--- config.mk ---
export PLATFORM = sky130hd
export DESIGN_NAME = qpt_ctrl
export DESIGN_NICKNAME = d
export VERILOG_FILES = /design/src/rtl/qpt_pkg.sv /design/src/rtl/qpt_ctrl.sv
export VERILOG_INCLUDE_DIRS = /design/src /design/src/rtl
export SDC_FILE = /design/constraint.sdc
export NUM_CORES = 1
export LEC_CHECK = 0
export ABC_CLOCK_PERIOD_IN_PS = 2100
export BUFFER_PORTS_ARGS = -buffer_cell sky130_fd_sc_hd__buf_2
export CORE_AREA = 2 2 39 41
export CTS_BUF_LIST = sky130_fd_sc_hd__clkbuf_8
export DETAILED_ROUTE_END_ITERATION = 8
export DIE_AREA = 0 0 41 43
export PLACE_DENSITY = 0.7
export SYNTH_ARGS = -nofsm -noshare
export SYNTH_HDL_FRONTEND = slang
export SYNTH_SLANG_ARGS = --single-unit
--- constraint.sdc ---
create_clock -name clk -period 2.1 [get_ports clk]
set_input_delay 0.105 -clock clk [delete_from_list [all_inputs] [get_ports clk]]
set_output_delay 0.105 -clock clk [all_outputs]
set_load 0.02 [all_outputs]
--- src/rtl/qualified_provider_table_defines.svh ---
// assertion macros for the qualified provider table
`ifndef QUALIFIED_PROVIDER_TABLE_DEFINES_SVH
`define QUALIFIED_PROVIDER_TABLE_DEFINES_SVH
// implication checked every cycle outside reset
`define QPT_ASSERT_IMP(label, clk, rst_n, lhs, rhs, msg) \
  label: assert property (@(posedge clk) disable iff (!rst_n) (lhs) |-> (rhs)) \
    else $error(msg);
// next-cycle implication
`define QPT_ASSERT_NEXT(label, clk, rst_n, lhs, rhs, msg) \
  label: assert property (@(posedge clk) disable iff (!rst_n) (lhs) |=> (rhs)) \
    else $error(msg);
`endif

--- src/rtl/qpt_pkg.sv ---
// ---------------------------------------------------------------------------
// qpt_pkg
// types and constants shared by the provider table modules
// ---------------------------------------------------------------------------
`timescale 1ns / 1ps
`default_nettype none
package qpt_pkg;
  localparam int SLOTS_DEF = 16;
  localparam logic [16:0] ONE_Q15 = 17'd32768;
  localparam logic [15:0] CNT_MAX = 16'hffff;
  localparam logic [16:0] MIN_OUTCOMES = 17'd4;

  typedef enum logic [2:0] {
    OP_REGISTER = 3'd0,
    OP_BAN      = 3'd1,
    OP_UNBAN    = 3'd2,
    OP_SELECT   = 3'd3,
    OP_REPORT   = 3'd4
  } op_t;

  typedef enum logic [2:0] {
    ST_OK        = 3'd0,
    ST_RISK      = 3'd1,
    ST_FULL      = 3'd2,
    ST_DUPLICATE = 3'd3,
    ST_NOT_FOUND = 3'd4,
    ST_NONE      = 3'd5
  } status_t;

  typedef enum logic [1:0] {
    CFG_WEIGHT = 2'd0,
    CFG_FLOOR  = 2'd1,
    CFG_SLOTS  = 2'd2
  } cfg_idx_t;

  typedef struct packed {
    logic [2:0]  operation;
    logic [31:0] provider_key;
    logic [31:0] price;
    logic [15:0] risk;
    logic signed [23:0] latency;
    logic        accepted;
    logic        success;
  } item_t;

  typedef struct packed {
    logic [2:0]  status;
    logic [3:0]  slot_index;
    logic [31:0] chosen_key;
    logic [31:0] chosen_price;
    logic [15:0] chosen_risk;
    logic [22:0] chosen_latency;
    logic        auto_banned;
  } result_t;

  // controller to datapath
  typedef struct packed {
    logic load;       // capture input item
    logic scan_start; // reset scan pointer and best
    logic scan_step;  // examine one slot
    logic wr_new;     // append new entry
    logic wr_flags;   // ban or unban found entry
    logic rpt_calc;   // report arithmetic stage
    logic rpt_write;  // report write back
    logic res_load;   // build result
  } cmd_t;

  // datapath to controller
  typedef struct packed {
    logic scan_done;
    logic hit;
    logic full;
    logic risk_bad;
  } sts_t;
endpackage
`default_nettype wire

--- src/rtl/qpt_ctrl.sv ---
// ---------------------------------------------------------------------------
// qpt_ctrl
// sequencer for table operations
// ---------------------------------------------------------------------------
`timescale 1ns / 1ps
`default_nettype none
`include "qualified_provider_table_defines.svh"
module qpt_ctrl (
  input  wire logic          clk,
  input  wire logic          rst_n,
  input  wire logic          in_valid,
  output logic               in_ready,
  input  wire logic [2:0]    in_op,
  output logic               out_valid,
  input  wire logic          out_ready,
  output qpt_pkg::cmd_t      cmd,
  input  wire qpt_pkg::sts_t sts
);
  import qpt_pkg::*;

  typedef enum logic [5:0] {
    S_IDLE  = 6'b000001,
    S_SCAN  = 6'b000010,
    S_CALC  = 6'b000100,
    S_WRITE = 6'b001000,
    S_RES   = 6'b010000,
    S_OUT   = 6'b100000
  } state_t;

  state_t state_r, state_nxt;
  logic [2:0] op_r, op_nxt;

  assign in_ready  = (state_r == S_IDLE);
  assign out_valid = (state_r == S_OUT);

  always_comb begin
    state_nxt = state_r;
    op_nxt    = op_r;
    cmd       = '0;
    case (state_r)
      S_IDLE: begin
        if (in_valid) begin
          cmd.load       = 1'b1;
          cmd.scan_start = 1'b1;
          op_nxt         = in_op;
          state_nxt      = S_SCAN;
        end
      end
      S_SCAN: begin
        if (sts.scan_done) begin
          state_nxt = S_RES;
          case (op_r)
            OP_REGISTER: if (!sts.risk_bad && !sts.full && !sts.hit) state_nxt = S_WRITE;
            OP_BAN, OP_UNBAN: if (sts.hit) state_nxt = S_WRITE;
            OP_REPORT: if (sts.hit) state_nxt = S_CALC;
            default: state_nxt = S_RES;
          endcase
        end else begin
          cmd.scan_step = 1'b1;
        end
      end
      S_CALC: begin
        cmd.rpt_calc = 1'b1;
        state_nxt    = S_WRITE;
      end
      S_WRITE: begin
        case (op_r)
          OP_REGISTER: cmd.wr_new = 1'b1;
          OP_REPORT:   cmd.rpt_write = 1'b1;
          default:     cmd.wr_flags = 1'b1;
        endcase
        state_nxt = S_RES;
      end
      S_RES: begin
        cmd.res_load = 1'b1;
        state_nxt    = S_OUT;
      end
      S_OUT: begin
        if (out_ready) state_nxt = S_IDLE;
      end
      default: state_nxt = S_IDLE;
    endcase
  end

  always_ff @(posedge clk) begin
    if (!rst_n) begin
      state_r <= S_IDLE;
      op_r    <= 3'd0;
    end else begin
      state_r <= state_nxt;
      op_r    <= op_nxt;
    end
  end

  `QPT_ASSERT_IMP(a_onehot, clk, rst_n, 1'b1, $onehot(state_r), "state not one-hot")
  `QPT_ASSERT_IMP(a_calc_rpt, clk, rst_n, state_r == S_CALC, op_r == OP_REPORT,
    "calc without report")
  `QPT_ASSERT_NEXT(a_out_hold, clk, rst_n, out_valid && !out_ready, out_valid,
    "result dropped")
endmodule
`default_nettype wire

# Yosys cells after proc, flatten, opt, wreduce, memory -nomap -nowiden
# Cells that the tools add are included.
# word_totals
register_bits,9
input_bits,11
elab_cells,43
# classes
n_eq_ne,12
mux,19
reduce_logical,10
# ops
operator,n
6-bit one-hot mux with 6 select lines,1
6-bit two-way mux,3
6-bit one-hot mux with 3 select lines,1
5-bit two-way mux,3
1-bit two-way mux,8
"6-bit by 1-bit == test with 1-bit output, second input constant",1
"6-bit by 2-bit == test with 1-bit output, second input constant",1
"6-bit by 3-bit == test with 1-bit output, second input constant",1
"6-bit by 4-bit == test with 1-bit output, second input constant",1
"6-bit by 5-bit == test with 1-bit output, second input constant",1
"6-bit == test, second input constant",1
2-bit two-way mux,3
"2-bit inequality test, second input constant",2
2-bit OR reduction,2
"3-bit by 1-bit == test with 1-bit output, second input constant",1
"3-bit by 2-bit == test with 1-bit output, second input constant",1
"3-bit == test, second input constant",1
1-bit logical NOT,3
3-bit logical NOT,1
3-bit AND reduction,1
1-bit logical AND,2
"2-bit by 1-bit inequality test with 1-bit output, second input constant",1
2-bit AND reduction,1

# Depth between registers and ports, before layout
# logic_depth
ltp_word,7
ltp_mapped,5
depth_no_buf,4

# Worst setup path before layout
# Ideal clock, no wire load.
# synth_timing
kind,reg-to-output
start,register state_r[2]
end,output cmd[4] in the netlist's numbering
t_arrival_ps,1403
required_time_ps,1995
path_slack_ps,592
stages_incl_launch_ff,4
path_buffers,0
cell_sequence,dfxtp_1 -> nor2_1 -> nand4b_1 -> nor4_1
# synth_rtl
item,line_no,text
"start, declared",qpt_ctrl.sv:30,"state_t state_r, state_nxt;"
"start signal, assigned",qpt_ctrl.sv:90,state_r <= state_nxt;
"end, declared",qpt_ctrl.sv:16,"output qpt_pkg::cmd_t cmd,"

==> impl_results.md <==
* Crit path DAT at roughly 1.6 ns
* Synth Net Count at 77
* Synth Area in Compound Gates at 15.8%
* CP Class: reg2out
* GR Overflow Total at 0
* Clk buf depth at 2
* CP cell instances: nor4b_2 -> nand3_1 -> inv_1 -> buf_2
* DIE AREA at 1760 um2
* Final WL at ~1200 um
* Synth warn at 0
* Post-synthesis xor/xnor area fraction at approximately 1.6%
* Max-slew violations at 0
* Hold Fails Final Rpt at 0
* Worst-Margin Slew at around 0.30 ns
* Vias in the first global route at ~500
* Sum of negative setup slack at 0 ns
* Number of port buffers at 20
* Die height at between 40 and 50 um
* Post-detailed-route wirelength per cell at roughly 12 um
* R2R cell count at 4
* 1st-iter DRT viols at 13
* R2R setup slack at around 0.56 ns
* PD cells at around 720 nW/um2
* Die width at ~40 um
* R2r endpoint: state_r[3]
* Mean post-synth cell area at around 8.5 um2
* Flops & latches, synth at 9
* Sequential element share of the synthesized area at between 30% and 40%
* Top_reg_cell synth: dfxtp_1
* Maximum vdd drop at 461 uV
* Async SR Flop Fraction at 0%
* CP endpoint kind: output pin
* Worst Hold Launch: in_op[0]
* Leak at 0.000336 uW
* Hold WC Path Type: in2reg
* Setup-failing EPs final at 0
* Crit path max fanout at 8
* Hold Path Sink: op_r[0]
* Clock sink count at 9
* Status: finished, final reports clean
* Routed via count at about 560
* Setup Fix Bufs, Post-CTS at 0
* Root buffer cell: clkbuf_8
* H-Tree Depth at 1
* Reg2reg start: op_r[1]
* Top Ports at 21
* Cts repair resizes at 0
* Drt drc at 0
* Fmax at just under 600 MHz
* Antenna viol nets, final at 0
* Crit-path max cell delay at between 0.3 and 0.4 ns
* Clk_lat worst skew at 0.24 ns
* Largest family of logic cells by synthesized area: simple AND/OR/NAND/NOR gates
* Startpoint Class: flip-flop
* N_diodes at 0
* Worst Path Required at 2.00 ns
* Number of hold buffers added after cts at 0
* Post-DP HPWL at around 940 um
* Worst Skew at roughly 0.0034 ns
* Post-synthesis adder-cell area fraction at 0%
* Total GRT Usage at between 10% and 20%
* RD Place Congestion at slightly below 0.8
* Vias per inst at between 5 and 6
* Core Util, Final at 51.9%
* Synthesized area at about 560 um2
* Clock transition at path regs at ~0.05 ns
* Cell count of the worst hold path at 3
* Post-synthesis simple-gate area fraction at between 40% and 50%
* Share of post-route cells with drive strength above 1 at a little under a third
* RSZ-0062 raised after global routing: no
* First-pass GRT wire length at approximately 2100 um
* Pin count of the biggest net entering global routing at 9
* Initial antenna violation count at 0
* Max-Slew Margin vs Limit at 79.6%
* Number of synthesized flops with an enable pin at 0
* Min Tclk post-route at 1.68 ns
* Unique masters post-synth at 30
* Fill count at about 140
* CTS tree: built
* CP max stage cell: dfxtp_1
* Mux contribution to synthesized area at 5.33%
* Max cap viols at 0
* Layout Nets at 100
* # rows at 14
* Initial Util at ~40%
* Final critical-path share of the clock period at 79.9%
* Core box area at between 1000 and 1500 um2
* Detailed Routing Iterations Pass 1 at 4
* TritonCTS Buffers at 3
* Area delta synth->final at 27.6%
* Post-Syn Instances at between 60 and 70
[critical path, delay by kind of cell (launching register included)]
family        cells  cell delay, ns
simple gates      2            0.64
buf+inv           2            0.32
flops             1            0.38
[registers in the layout, indices dropped and copies added (netlist names)]
register / flops
op_r: 3
state_r: 6
[synthesized netlist by cell type (all sizes together) (2+ instances only)]
master  n  area [um2]
dfxtp   9         180
or4     2        15.0
o211ai  2        15.0
inv     2        7.51
mux2i   3        30.0
nand2   2        7.51
nor2    8        30.0
nand2b  2        12.5
nand3   3        15.0
nand3b  3        22.5
nor3    2        10.0
and4b   2        20.0
o21ai   2        10.0
a21oi   2        10.0
nor2b   6        37.5
nor3b   2        15.0
[cell families (layout without fill, tap and decap cells)]
logic type / Yosys count / in the layout
multiplexers: 3 / 3
buffers and inverters: 4 / 26
AND/OR/NAND/NOR: 38 / 38
XOR/XNOR: 1 / 1
AO/OA/AOI/OAI: 11 / 11
flip-flops: 9 / 9
[layer usage]
| metal | vias up | wire [um] | global-route usage (%) |
|---|---|---|---|
| met1 | 253 | 577 | 23.5 |
| met5 | - | 0 | 0 |
| met4 | 0 | 32 | 10.0 |
| met3 | 4 | 61 | 9.42 |
| li1 | 288 | - | - |
| met2 | 10 | 540 | 24.1 |
[cell type report]
class                      count  area (um2)  area share (%)
clock inverter                 1        5.00           0.697
clock buffer                   3        41.3            5.75
multi-input combinational     53         364            50.7
tap                           16        20.0            2.79
timing repair buffer          20         100            13.9
sequential                     9         180            25.1
inverter                       2        7.51            1.05
[through the flow]
step                      total power [uW]  instance area [um2]  worst slack [ns]  hold WS, ns  instances
after CTS                              517                  718             0.421        0.136        104
final                                  516                  718             0.421        0.130        104
after detailed placement               317                  672             0.575        0.374        100
after floorplan                        285                  563             0.592        0.194         66
after global routing                   549                  718             0.282        0.149        104
after global placement                 315                  672             0.631        0.364        100
[how the worst max path moves through the flow]
stage | start | to | slack (ns) | cells after the start
after floorplan | state_r[2] | cmd[4] | 0.59 | 3
after global placement | op_r[1] | state_r[3] | 0.63 | 4
after detailed placement | op_r[1] | state_r[3] | 0.58 | 4
after CTS | state_r[1] | cmd[6] | 0.42 | 4
after global routing | state_r[2] | cmd[4] | 0.28 | 4
final | state_r[1] | cmd[6] | 0.42 | 4
[report_power, final]
part / internal, uW / total, uW / leakage, uW / switching [uW]
Sequential: 183 / 200 / 0.0000735 / 17.4
Clock: 130 / 202 / 0.0000255 / 72.2
Combinational: 52.2 / 114 / 0.000237 / 61.9
[placed cells by master, fill, tap and decap left out]
master    instances
o211ai_1          2
nand4b_1          1
o21a_1            1
inv_1             2
a21oi_1           2
a32oi_1           1
nor2b_1           6
nor4b_2           1
clkbuf_8          3
or4_1             2
nand3b_1          3
nor3b_1           2
nand3_1           3
o211a_1           1
clkinv_2          1
o21ai_0           2
buf_2            20
and3_1            1
nor2_1            8
xor2_1            1
and2_1            1
nor3_1            2
a211oi_2          1
or3b_1            1
nand2_1           2
dfxtp_1           9
mux2i_1           3
and4b_1           2
a221oi_2          1
nand2b_1          2
nor4_1            1
(Power assumes the default switching activity.)
